[src/design/kscq_pkg.sv]
// Package for the keyboard scancode queue.
// Holds the item payload types, the function codes, the controller state type
// and the fixed byte constants. It depends on nothing.
package kscq_pkg;

    // Function codes carried by an input item.
    typedef enum logic [1:0] {
        FUNC_KEY     = 2'd0,
        FUNC_DATA    = 2'd1,
        FUNC_STATUS  = 2'd2,
        FUNC_ADVANCE = 2'd3
    } func_t;

    typedef struct packed {
        func_t      func;
        logic       extended;
        logic [7:0] scan_code;
        logic       pressed;
    } in_item_t;

    typedef struct packed {
        logic [7:0] read_data;
        logic       irq_pending;
        logic [5:0] queued_count;
        logic [1:0] dropped;
    } out_item_t;

    // Controller states.
    typedef enum logic [2:0] {
        S_IDLE,
        S_PREFIX,
        S_CODE,
        S_READ,
        S_STATUS,
        S_ADVANCE
    } state_t;

    // Commands from the controller to the datapath.
    typedef struct packed {
        logic load_item;
        logic push_prefix;
        logic push_code;
        logic do_read;
        logic do_status;
        logic do_advance;
        logic load_out;
    } cmd_t;

    localparam logic [7:0] PREFIX_BYTE    = 8'hE0;
    localparam logic [7:0] RELEASE_OFFSET = 8'd128;
    localparam logic [7:0] STATUS_BYTE    = 8'h1D;

endpackage

[src/design/kscq_ctrl.sv]
// Controller state machine of the keyboard scancode queue.
// Sequences the steps of each item and drives the handshakes.
// Depends on kscq_pkg.
module kscq_ctrl (
    input  logic              clk,
    input  logic              rst_n,
    input  logic              in_valid,
    input  kscq_pkg::in_item_t in_item,
    output logic              in_stall,
    output logic              out_valid,
    input  logic              out_stall,
    output kscq_pkg::cmd_t    cmd
);
    import kscq_pkg::*;

    state_t state_reg;
    state_t state_next;
    logic   out_valid_reg;
    logic   out_valid_next;
    logic   out_free;
    logic   in_take;

    assign out_free  = !out_valid_reg || !out_stall;
    assign in_take   = in_valid && (state_reg == S_IDLE);
    assign in_stall  = (state_reg != S_IDLE);
    assign out_valid = out_valid_reg;

    // Next state.
    always_comb
    begin
        state_next = state_reg;
        unique case (state_reg)
            S_IDLE:
            begin
                if (in_valid)
                begin
                    unique case (in_item.func)
                        FUNC_KEY:     state_next = in_item.extended ? S_PREFIX : S_CODE;
                        FUNC_DATA:    state_next = S_READ;
                        FUNC_STATUS:  state_next = S_STATUS;
                        FUNC_ADVANCE: state_next = S_ADVANCE;
                    endcase
                end
            end
            S_PREFIX:
            begin
                state_next = S_CODE;
            end
            S_CODE, S_READ, S_STATUS, S_ADVANCE:
            begin
                if (out_free)
                begin
                    state_next = S_IDLE;
                end
            end
            default:
            begin
                state_next = S_IDLE;
            end
        endcase
    end

    // Commands. The last step of an item waits until the output register is free,
    // so that its effects and its result are committed in the same cycle.
    always_comb
    begin
        cmd = '0;
        unique case (state_reg)
            S_IDLE:
            begin
                cmd.load_item = in_take;
            end
            S_PREFIX:
            begin
                cmd.push_prefix = 1'b1;
            end
            S_CODE:
            begin
                cmd.push_code = out_free;
                cmd.load_out  = out_free;
            end
            S_READ:
            begin
                cmd.do_read  = out_free;
                cmd.load_out = out_free;
            end
            S_STATUS:
            begin
                cmd.do_status = out_free;
                cmd.load_out  = out_free;
            end
            S_ADVANCE:
            begin
                cmd.do_advance = out_free;
                cmd.load_out   = out_free;
            end
            default:
            begin
                cmd = '0;
            end
        endcase
    end

    always_comb
    begin
        out_valid_next = out_valid_reg;
        if (cmd.load_out)
        begin
            out_valid_next = 1'b1;
        end
        else if (out_valid_reg && !out_stall)
        begin
            out_valid_next = 1'b0;
        end
    end

    always_ff @(posedge clk or negedge rst_n)
    begin
        if (!rst_n)
        begin
            state_reg     <= S_IDLE;
            out_valid_reg <= 1'b0;
        end
        else
        begin
            state_reg     <= state_next;
            out_valid_reg <= out_valid_next;
        end
    end

    // An accepted item always starts a sequence.
    a_accept_leaves_idle: assert property (@(posedge clk) disable iff (!rst_n)
        (in_valid && !in_stall) |=> (state_reg != S_IDLE))
        else $error("accepted item did not start a sequence");

    // A result is only loaded when the output register can take it.
    a_load_when_free: assert property (@(posedge clk) disable iff (!rst_n)
        cmd.load_out |-> out_free)
        else $error("result loaded over an untaken result");

    // A prefix push is always followed by the scancode step.
    a_prefix_then_code: assert property (@(posedge clk) disable iff (!rst_n)
        (state_reg == S_PREFIX) |=> (state_reg == S_CODE))
        else $error("prefix step not followed by scancode step");

endmodule

[src/design/kscq_dp.sv]
// Datapath of the keyboard scancode queue: byte ring, data latch, flags,
// key mode register and the output payload register.
// Depends on kscq_pkg.
module kscq_dp #(
    parameter int QUEUE_DEPTH = 32
) (
    input  logic               clk,
    input  logic               rst_n,
    input  kscq_pkg::cmd_t     cmd,
    input  kscq_pkg::in_item_t in_item,
    input  logic               cfg_we,
    input  logic               cfg_data,
    output kscq_pkg::out_item_t out_item
);
    import kscq_pkg::*;

    localparam int IDX_W = $clog2(QUEUE_DEPTH);
    localparam int CNT_W = $clog2(QUEUE_DEPTH + 1);
    localparam logic [IDX_W-1:0] LAST_IDX = IDX_W'(QUEUE_DEPTH - 1);
    localparam logic [CNT_W-1:0] FULL_CNT = CNT_W'(QUEUE_DEPTH);
    localparam logic [CNT_W:0]   DEPTH_W  = (CNT_W + 1)'(QUEUE_DEPTH);

    logic [7:0]       ring_mem [QUEUE_DEPTH];
    logic [7:0]       rdata_reg;

    logic [IDX_W-1:0] head_reg,   head_next;
    logic [CNT_W-1:0] count_reg,  count_next;
    logic [7:0]       latch_reg,  latch_next;
    logic             unread_reg, unread_next;
    logic             irq_reg,    irq_next;
    logic             key_mode_reg;
    logic             drop_pre_reg, drop_pre_next;
    logic [7:0]       code_reg;
    logic             pressed_reg;
    out_item_t        out_reg;
    out_item_t        out_next;

    logic             push_en;
    logic [7:0]       push_byte;
    logic             full;
    logic [CNT_W:0]   tail_sum;
    logic [IDX_W-1:0] tail_addr;
    logic [IDX_W-1:0] head_inc;
    logic             wr_en;
    logic             code_drop;
    logic [7:0]       rd_byte;

    assign push_en   = cmd.push_prefix || cmd.push_code;
    assign push_byte = cmd.push_prefix ? PREFIX_BYTE
                     : (pressed_reg ? code_reg : code_reg + RELEASE_OFFSET);
    assign full      = (count_reg == FULL_CNT);
    assign tail_sum  = (CNT_W + 1)'(head_reg) + (CNT_W + 1)'(count_reg);
    assign tail_addr = IDX_W'((tail_sum >= DEPTH_W) ? tail_sum - DEPTH_W : tail_sum);
    assign head_inc  = (head_reg == LAST_IDX) ? '0 : head_reg + 1'b1;
    assign wr_en     = push_en && !full;
    assign code_drop = cmd.push_code && full;

    // Ring and latch update. The head byte comes from the registered memory
    // read, which always tracks the current head; when the ring was empty the
    // pushed byte itself is the head byte.
    always_comb
    begin
        head_next     = head_reg;
        count_next    = count_reg;
        latch_next    = latch_reg;
        unread_next   = unread_reg;
        irq_next      = irq_reg;
        drop_pre_next = drop_pre_reg;
        if (cmd.load_item)
        begin
            drop_pre_next = 1'b0;
        end
        if (cmd.push_prefix && full)
        begin
            drop_pre_next = 1'b1;
        end
        if (wr_en)
        begin
            if (unread_reg)
            begin
                count_next = count_reg + 1'b1;
            end
            else
            begin
                latch_next  = (count_reg == '0) ? push_byte : rdata_reg;
                head_next   = head_inc;
                unread_next = 1'b1;
                irq_next    = 1'b1;
            end
        end
        else if (cmd.do_advance)
        begin
            if ((count_reg != '0) && !unread_reg)
            begin
                latch_next  = rdata_reg;
                head_next   = head_inc;
                count_next  = count_reg - 1'b1;
                unread_next = 1'b1;
                irq_next    = 1'b1;
            end
        end
        else if (cmd.do_read && key_mode_reg)
        begin
            unread_next = 1'b0;
            irq_next    = 1'b0;
        end
    end

    always_comb
    begin
        rd_byte = '0;
        if (cmd.do_read && key_mode_reg)
        begin
            rd_byte = latch_reg;
        end
        else if (cmd.do_status)
        begin
            rd_byte = STATUS_BYTE;
        end
        out_next.read_data    = rd_byte;
        out_next.irq_pending  = irq_next;
        out_next.queued_count = 6'(count_next);
        out_next.dropped      = 2'(drop_pre_reg) + 2'(code_drop);
    end

    always_ff @(posedge clk)
    begin
        if (wr_en)
        begin
            ring_mem[tail_addr] <= push_byte;
        end
        rdata_reg <= ring_mem[head_next];
    end

    always_ff @(posedge clk or negedge rst_n)
    begin
        if (!rst_n)
        begin
            head_reg     <= '0;
            count_reg    <= '0;
            latch_reg    <= '0;
            unread_reg   <= 1'b0;
            irq_reg      <= 1'b0;
            key_mode_reg <= 1'b1;
            drop_pre_reg <= 1'b0;
        end
        else
        begin
            head_reg     <= head_next;
            count_reg    <= count_next;
            latch_reg    <= latch_next;
            unread_reg   <= unread_next;
            irq_reg      <= irq_next;
            drop_pre_reg <= drop_pre_next;
            if (cfg_we)
            begin
                key_mode_reg <= cfg_data;
            end
        end
    end

    always_ff @(posedge clk)
    begin
        if (cmd.load_item)
        begin
            code_reg    <= in_item.scan_code;
            pressed_reg <= in_item.pressed;
        end
        if (cmd.load_out)
        begin
            out_reg <= out_next;
        end
    end

    assign out_item = out_reg;

    // The fill count never passes the ring depth.
    a_count_bound: assert property (@(posedge clk) disable iff (!rst_n)
        count_reg <= FULL_CNT)
        else $error("ring fill count beyond depth");

    // The interrupt request follows the unread flag exactly.
    a_irq_tracks_unread: assert property (@(posedge clk) disable iff (!rst_n)
        irq_reg == unread_reg)
        else $error("interrupt request and unread flag disagree");

    // A byte only moves into the latch when the latch held nothing unread.
    a_no_overwrite: assert property (@(posedge clk) disable iff (!rst_n)
        (unread_reg && !(cmd.do_read && key_mode_reg)) |=> unread_reg)
        else $error("unread latch byte lost");

endmodule

[src/design/keyboard_scancode_queue.sv]
// Top level of the keyboard scancode queue.
// Instantiates the controller (kscq_ctrl) and the datapath (kscq_dp).
// Depends on kscq_pkg.
//
// Usage: one input channel carries items (in_valid, in_stall, in_item) and one
// output channel carries results (out_valid, out_stall, out_item). A transfer
// happens on a rising edge where valid is high and stall is low. Every item
// produces exactly one result. Key events push an optional 0xE0 prefix and the
// scancode into a byte ring; data-port reads return the data latch while key
// mode is 1 and 0x00 otherwise, status reads return 0x1D, and advance items
// retry the move from the ring into the latch.
// Timing: an item is taken in the idle state; an extended key event then
// passes through the prefix state, whose ring write is a step of its own, and
// every item ends in its final step (scancode push, read, status read or
// advance), which loads the result into the output register. A new item is
// taken while that result still waits.
// If the receiver stalls, the final step of the next item waits until the output
// register is free, so no result is lost or overwritten.
// Reset clears the ring pointers, fill count, latch, flags and output valid, and
// sets key mode to 1. cfg_we and cfg_data write key mode in any cycle.
module keyboard_scancode_queue #(
    parameter int QUEUE_DEPTH = 32
) (
    input  logic                clk,
    input  logic                rst_n,
    input  logic                in_valid,
    output logic                in_stall,
    input  kscq_pkg::in_item_t  in_item,
    output logic                out_valid,
    input  logic                out_stall,
    output kscq_pkg::out_item_t out_item,
    input  logic                cfg_we,
    input  logic                cfg_data
);
    import kscq_pkg::*;

    // Command bundle from the controller to the datapath.
    cmd_t cmd;

    kscq_ctrl u_ctrl (
        .clk       (clk),
        .rst_n     (rst_n),
        .in_valid  (in_valid),
        .in_item   (in_item),
        .in_stall  (in_stall),
        .out_valid (out_valid),
        .out_stall (out_stall),
        .cmd       (cmd)
    );

    kscq_dp #(
        .QUEUE_DEPTH (QUEUE_DEPTH)
    ) u_dp (
        .clk      (clk),
        .rst_n    (rst_n),
        .cmd      (cmd),
        .in_item  (in_item),
        .cfg_we   (cfg_we),
        .cfg_data (cfg_data),
        .out_item (out_item)
    );

endmodule
[config.mk]
export PLATFORM = sky130hd
export DESIGN_NAME = keyboard_scancode_queue
export DESIGN_NICKNAME = d
export VERILOG_FILES = /design/src/design/kscq_pkg.sv /design/src/design/kscq_ctrl.sv /design/src/design/kscq_dp.sv /design/src/design/keyboard_scancode_queue.sv
export SDC_FILE = /design/constraint.sdc
export NUM_CORES = 1
export LEC_CHECK = 0
export BUFFER_PORTS_ARGS = -buffer_cell sky130_fd_sc_hd__buf_2
export CAP_MARGIN = 20
export CORE_MARGIN = 2
export CORE_UTILIZATION = 45
export DETAILED_ROUTE_END_ITERATION = 8
export GPL_TIMING_DRIVEN = 0
export SETUP_SLACK_MARGIN = 0.1
export SKIP_LAST_GASP = 1
export SYNTH_ARGS = -nofsm -noshare
export SYNTH_HDL_FRONTEND = slang
export SYNTH_SLANG_ARGS = --single-unit
[constraint.sdc]
create_clock -name clk -period 5.4 [get_ports clk]
set_input_delay 0.81 -clock clk [delete_from_list [all_inputs] [get_ports clk]]
set_output_delay 0.81 -clock clk [all_outputs]
set_load 0.005 [all_outputs]
== Word-level counts from Yosys, hierarchy flattened ==
Memory sizes are Yosys's and may differ from the RTL's. A register that Yosys moved wholly into a read port is not among the register bits.
Index checks and enable logic that the tools add are counted.
Word-level totals
  register bits: 53
  RAM bits: 256
  bits of input ports: 18
  output and inout port bits: 19
  memories kept: 1
Memory list
  u_dp.ring_mem: depth 32, bits a word 8, rd ports 1, clocked after memory_dff 1, write ports 1, line kscq_dp.sv:23  | logic [7:0] ring_mem [QUEUE_DEPTH];
Cells by class
  add/subtract/negate cells: 7
  magnitude comparators: 1
  equality and inequality tests: 14
  mux-type cells: 46
  reduce and logical (&&, ||, !) cells: 27
Operator list (number)
  $mux 8: 8
  $mux 5: 7
  $mux 6: 4
  $mux 1: 22
  $pmux 3 s4: 1
  $pmux 3 s3: 1
  $add 8x8->8 const B: 1
  $reduce_bool 2->1: 4
  $add 5x6->7: 1
  $ge 7x6->1 const B: 1
  $logic_and 1x1->1: 7
  $add 6x1->6 const B: 1
  $eq 3x2->1 const B: 2
  $eq 3x3->1 const B: 2
  $eq 6x6->1 const B: 1
  $logic_not 6->1: 1
  $mux 3: 2
  $reduce_bool 3->1: 2
  $reduce_bool 6->1: 1
  $sub 6x1->6 const B: 1
  $add 5x1->5 const B: 1
  $eq 5x5->1 const B: 1
  $sub 5x1->5 const B: 1
  $eq 2x2->1 const B: 2
  other kinds (14): 20

== Depth between registers and ports, before layout ==
  word-level depth: 7
  mapped depth: 13

== Hierarchy ==
Synthesis repeated with hierarchy kept, for this count alone.
Unflattened totals
  cells, all modules: 971
  area, all modules: 13342.8 um2
Modules (own cells, without submodules)
  kscq_dp: instances 1, cells an instance 940, area each 13063.8 um2
  kscq_ctrl: instances 1, cells an instance 31, area each 279.0 um2

== Least setup slack after synthesis ==
No wires, ideal clock.
  path kind: reg-to-reg
  from: register u_dp.count_reg[1]
  to: register u_dp.rdata_reg[0], read port of u_dp.ring_mem
  setup time: 69 ps
  arrival time: 3087 ps
  data required time: 5331 ps
  path slack: 2244 ps
  stages on the path, launching flop included: 12
  path buffers: 2
  period minus slack after synthesis: 3156 ps
  cell sequence: dfrtp_1 inv_1 ha_1 or4b_4 o2111ai_2 o41a_4 mux2i_2 clkbuf_1 buf_2 mux2i_1 o22ai_1 o21ai_1
Between the ends
  word-level cells in the longest chain between the ends: 5
  elaborated cells between the ends (all ways): 8
  those cells by class: eq/ne: 1; mux: 3; reduce/logical: 4
Ends and longest elaborated chain
  from (decl): line kscq_dp.sv:27  | logic [CNT_W-1:0] count_reg, count_next;
  from (signal assigned): line kscq_dp.sv:150  | count_reg <= count_next;
  $reduce_bool 6->1: line kscq_dp.sv:93  | if ((count_reg != '0) && !unread_reg)
  $logic_and 1x1->1: line kscq_dp.sv:93
  $mux 5: line kscq_dp.sv:93
  $mux 5: line kscq_dp.sv:91  | else if (cmd.do_advance)
  $mux 5 *: line kscq_dp.sv:77  | if (wr_en)
  to (decl): line kscq_dp.sv:24  | logic [7:0] rdata_reg;
Every way passes the cells marked *; elsewhere a longest branch is shown, timed or not.
A chain may end at the register's enable or synchronous reset.

== Worst setup path after layout ==
  from: register u_dp.count_reg[1]
  to: register u_dp.rdata_reg[7], read port of u_dp.ring_mem
Same word-level chain as after synthesis.

==> metrics.txt <==
# TYPE chip_impl_metric gauge
chip_impl_info{name="netlist.top_cell.by_area",value="sky130_fd_sc_hd__edfxtp_1"} 1
chip_impl_metric{name="initialDrtViolationCount",unit=""} 515
chip_impl_metric{name="floorplan.io_pins",unit=""} 37
chip_impl_metric{name="finalSetupViolCount",unit=""} 0
chip_impl_metric{name="route.final.wire_length",unit="mm"} 27.4
chip_impl_info{name="critPathLaunchType",value="register"} 1
chip_impl_metric{name="detailedRoute.firstPassIterationCount",unit=""} 6
chip_impl_metric{name="register_to_register_setup_slack",unit="ns"} 1.25
chip_impl_metric{name="final_util",unit="%"} 52.1
chip_impl_metric{name="drc",unit=""} 0
chip_impl_metric{name="maxSlewHeadroom",unit="%"} 30.5
chip_impl_info{name="worst_hold_path_type",value="input pin to asynchronous set/reset pin"} 1
chip_impl_metric{name="die_h",unit="um"} 174
chip_impl_info{name="rsz0062_at_grt",value="no"} 1
chip_impl_metric{name="post_cts.repair.setup_buffers",unit=""} 0
chip_impl_metric{name="synthDominantCellAreaShare",unit="%"} 65.4
chip_impl_metric{name="clk_latency",unit="ns"} 0.50
chip_impl_info{name="grt_busiest_layer",value="met2"} 1
chip_impl_metric{name="final.period_utilization",unit="%"} 76.9
chip_impl_metric{name="via_count",unit=""} 6968
chip_impl_metric{name="numClockSinks",unit=""} 317
chip_impl_metric{name="ir_worst_vdd",unit="uV"} 218
chip_impl_metric{name="die_x",unit="um"} 174
chip_impl_metric{name="synth-warning-count",unit=""} 0
chip_impl_metric{name="post_cts_resize_count",unit=""} 0
chip_impl_info{name="root_buffer",value="sky130_fd_sc_hd__clkbuf_16"} 1
chip_impl_metric{name="critical_path_arrival",unit="ns"} 4.56
chip_impl_metric{name="avgViaCountPerCell",unit=""} 5.44
chip_impl_metric{name="timing.final.crit_period",unit="ns"} 4.15
chip_impl_info{name="synthTopCellsByArea",value="sky130_fd_sc_hd__edfxtp_1 65%, sky130_fd_sc_hd__mux2i_1 12%, sky130_fd_sc_hd__dfrtp_1 5.0%"} 1
chip_impl_info{name="critical_path.endpoint_type",value="register"} 1
chip_impl_metric{name="drt.antenna.violating_nets",unit=""} 0
chip_impl_metric{name="number_of_global_route_vias_before_repair",unit=""} 6800
chip_impl_metric{name="grt_usage",unit="%"} 18.4
chip_impl_metric{name="globalRouteOverflowTotal",unit=""} 0
chip_impl_metric{name="fraction_of_final_layout_cells_sized_beyond_drive_strength_1",unit="%"} 15.8
chip_impl_info{name="registers.top_by_ff_count",value="u_dp.ring_mem"} 1
chip_impl_metric{name="hold_viol",unit=""} 0
chip_impl_metric{name="finalNetCount",unit=""} 901
chip_impl_metric{name="post_dp_cell_area",unit="um^2"} 13700
chip_impl_metric{name="cts-hold-fix-buffers",unit=""} 0
chip_impl_metric{name="antenna_violations_before_repair",unit=""} 0
chip_impl_metric{name="final_hpwl_from_detailed_placement",unit="mm"} 17.6
chip_impl_metric{name="postSynthRegisterBits",unit=""} 317
chip_impl_metric{name="synth.net_count",unit=""} 824
chip_impl_metric{name="cap_viol_max_count",unit=""} 0
chip_impl_metric{name="gpl.final_weighted_congestion",unit=""} 0.810
chip_impl_metric{name="tightest_slew",unit="ns"} 1.04
chip_impl_metric{name="floorplan.die_area",unit="um^2"} 30100
chip_impl_metric{name="crit_required",unit="ns"} 5.81
chip_impl_metric{name="numCtsBuffers",unit=""} 34
chip_impl_metric{name="grtUsageMet3",unit="%"} 3.55
chip_impl_metric{name="clock.fmax",unit="GHz"} 0.241
chip_impl_metric{name="grtUsageMet1",unit="%"} 25.9
chip_impl_metric{name="synthCells",unit=""} 796
chip_impl_metric{name="synth.avg_cell_area",unit="um^2"} 16.3
chip_impl_metric{name="yosysSeqAreaShare",unit="%"} 71.9
chip_impl_metric{name="tns",unit="ns"} 0
chip_impl_metric{name="power-per-cell-area",unit="nW/um^2"} 528
chip_impl_metric{name="power_leakage",unit="nW"} 5.61
chip_impl_metric{name="fin_skew",unit="ns"} 0.0103
chip_impl_metric{name="ys_types",unit=""} 60
chip_impl_info{name="criticalPathCategory",value="register to register"} 1
chip_impl_metric{name="detail_route.wl_per_cell",unit="um"} 21.4
chip_impl_metric{name="postSynth.asyncResetShare",unit="%"} 8.52
chip_impl_info{name="tritoncts_clock_tree",value="yes"} 1
chip_impl_metric{name="largest_reg_flops",unit=""} 256
chip_impl_metric{name="largest_net_degree_at_the_start_of_global_routing",unit=""} 34
chip_impl_info{name="run_status",value="complete, no violations"} 1
chip_impl_metric{name="port_buffers",unit=""} 36
chip_impl_metric{name="antenna_cells_inserted",unit=""} 0
chip_impl_metric{name="met2_track_demand_over_resource_in_global_routing",unit="%"} 29.7
chip_impl_metric{name="clock_tree.htree_level_count",unit=""} 2
chip_impl_metric{name="cts.path.max_buffers",unit=""} 3
chip_impl_metric{name="post_synth_instance_area",unit="um^2"} 12900
chip_impl_metric{name="critPathMaxFanout",unit=""} 10
chip_impl_metric{name="maxSlewViolCount",unit=""} 0
chip_impl_metric{name="path_clk_slew",unit="ns"} 0.06
chip_impl_metric{name="core_region_area",unit="um^2"} 28500
chip_impl_metric{name="synth_enable_flop_cells",unit=""} 282
chip_impl_metric{name="placementRows",unit=""} 62
chip_impl_metric{name="grt_pass1_wl",unit="mm"} 41.3
chip_impl_metric{name="area.growth.synth_to_final",unit="%"} 14.9
chip_impl_metric{name="final_area",unit="um^2"} 14900
chip_impl_metric{name="start_util",unit="%"} 45.4
chip_impl_info{name="synthFlopType",value="sky130_fd_sc_hd__edfxtp_1"} 1
-- synthesized netlist by cell type (5+ instances only) --
cell type and instances:
sky130_fd_sc_hd__a21o_1 7, sky130_fd_sc_hd__a21oi_1 22, sky130_fd_sc_hd__a221o_1 24, sky130_fd_sc_hd__and2_1 5, sky130_fd_sc_hd__buf_2 11, sky130_fd_sc_hd__buf_4 12
sky130_fd_sc_hd__clkbuf_1 11, sky130_fd_sc_hd__dfrtp_1 26, sky130_fd_sc_hd__dfxtp_1 8, sky130_fd_sc_hd__edfxtp_1 282, sky130_fd_sc_hd__ha_1 9, sky130_fd_sc_hd__inv_1 12
sky130_fd_sc_hd__mux2i_1 153, sky130_fd_sc_hd__nand2_1 39, sky130_fd_sc_hd__nand3_1 5, sky130_fd_sc_hd__nor2_1 46, sky130_fd_sc_hd__nor2b_1 8, sky130_fd_sc_hd__nor3_1 6
sky130_fd_sc_hd__o21ai_0 10, sky130_fd_sc_hd__o21ai_1 9, sky130_fd_sc_hd__o221a_1 10, sky130_fd_sc_hd__o221a_2 6, sky130_fd_sc_hd__o221ai_1 8, sky130_fd_sc_hd__o22ai_1 9
sky130_fd_sc_hd__xnor2_1 7, sky130_fd_sc_hd__xor2_1 5
-- area by class of cell --
class / count / area [um^2]
Buffer: 36 / 209
Clock buffer: 44 / 972
Clock inverter: 15 / 195
Fill cell: 2374 / 13700
Inverter: 13 / 48.8
Multi-Input combinational cell: 430 / 3430
Sequential cell: 317 / 9310
Tap cell: 384 / 480
Timing Repair Buffer: 41 / 235
-- report_power, final --
| part | internal (W) | switching, W | total, W |
|---|---|---|---|
| Clock | 0.00150 | 0.000897 | 0.00240 |
| Combinational | 0.000757 | 0.00135 | 0.00210 |
| Sequential | 0.00322 | 0.000131 | 0.00335 |
| Total | 0.00548 | 0.00238 | 0.00786 |
-- critical path: stages (launching register included) --
cell	delay, ns
sky130_fd_sc_hd__dfrtp_1	0.45
sky130_fd_sc_hd__inv_1	0.11
sky130_fd_sc_hd__ha_1	0.18
sky130_fd_sc_hd__or4b_4	0.52
sky130_fd_sc_hd__o2111ai_2	0.30
sky130_fd_sc_hd__o41a_4	0.28
sky130_fd_sc_hd__mux2i_2	0.43
sky130_fd_sc_hd__clkbuf_1	0.63
sky130_fd_sc_hd__buf_2	0.45
sky130_fd_sc_hd__mux2i_1	0.35
sky130_fd_sc_hd__o22ai_1	0.13
sky130_fd_sc_hd__o21ai_1	0.21
-- layer usage --
metal  up-vias  share of wire [%]
li1       3255                  -
met1      3493                 46
met2       183                 47
met3        37                5.3
met4         0                1.8
met5         -                  0
-- metrics by stage --
stage / total power [W] / cells / hold slack, ns / setup slack [ns]
2_1_floorplan: 0.00479 / 796 / 0.442 / 2.24
3_3_place_gp: 0.00546 / 1216 / 0.456 / 0.944
3_5_place_dp: 0.00551 / 1221 / 0.466 / 1.23
4_1_cts: 0.00791 / 1280 / 0.345 / 1.22
5_1_grt: 0.00821 / 1280 / 0.376 / 1.00
6_report: 0.00786 / 1280 / 0.329 / 1.25
-- kinds of logic after synthesis --
group | share of synthesized area (%)
AO/OA/AOI/OAI | 7.24
XOR/XNOR | 0.812
adder cells (fa/ha/maj) | 1.02
buffers and inverters | 1.99
flip-flops | 71.9
multiplexers | 12.1
AND/OR/NAND/NOR | 4.94
-- cell usage in the layout (no fill, tap or decap), drive strengths merged, types with 2 or more instances in the layout --
cell / n
dfxtp: 8
o22ai: 9
clkbuf: 55
nand3b: 3
nand2b: 2
o21ai: 19
nor3b: 2
edfxtp: 282
clkinv: 9
nor4: 2
o221a: 16
o221ai: 8
nor2: 47
and3: 2
xor2: 5
nand3: 5
nor3: 6
inv: 13
a21o: 7
or2: 3
mux2i: 155
a221o: 24
a21oi: 22
and2: 6
dfrtp: 26
bufinv: 5
buf: 66
a31oi: 2
nand2: 39
xnor2: 7
nand4: 2
ha: 9
nor2b: 8
or4b: 2
-- worst paths after layout --
check,from,cells past startpoint,end
setup / recovery,u_dp.count_reg[1]$_DFF_PN0_,11,u_dp.rdata_reg[7]$_DFF_P_
hold / removal,rst_n,1,u_ctrl.out_valid$_DFFE_PN0P_
setup reg to reg,u_dp.count_reg[1]$_DFF_PN0_,11,u_dp.rdata_reg[7]$_DFF_P_
hold reg to reg,u_dp.latch_reg[7]$_DFFE_PN0P_,2,u_dp.latch_reg[7]$_DFFE_PN0P_
max in group asynchronous,rst_n,1,u_dp.latch_reg[7]$_DFFE_PN0P_
min in group clk,u_dp.latch_reg[7]$_DFFE_PN0P_,2,u_dp.latch_reg[7]$_DFFE_PN0P_
No activity file was read; power rests on OpenSTA's default activity.
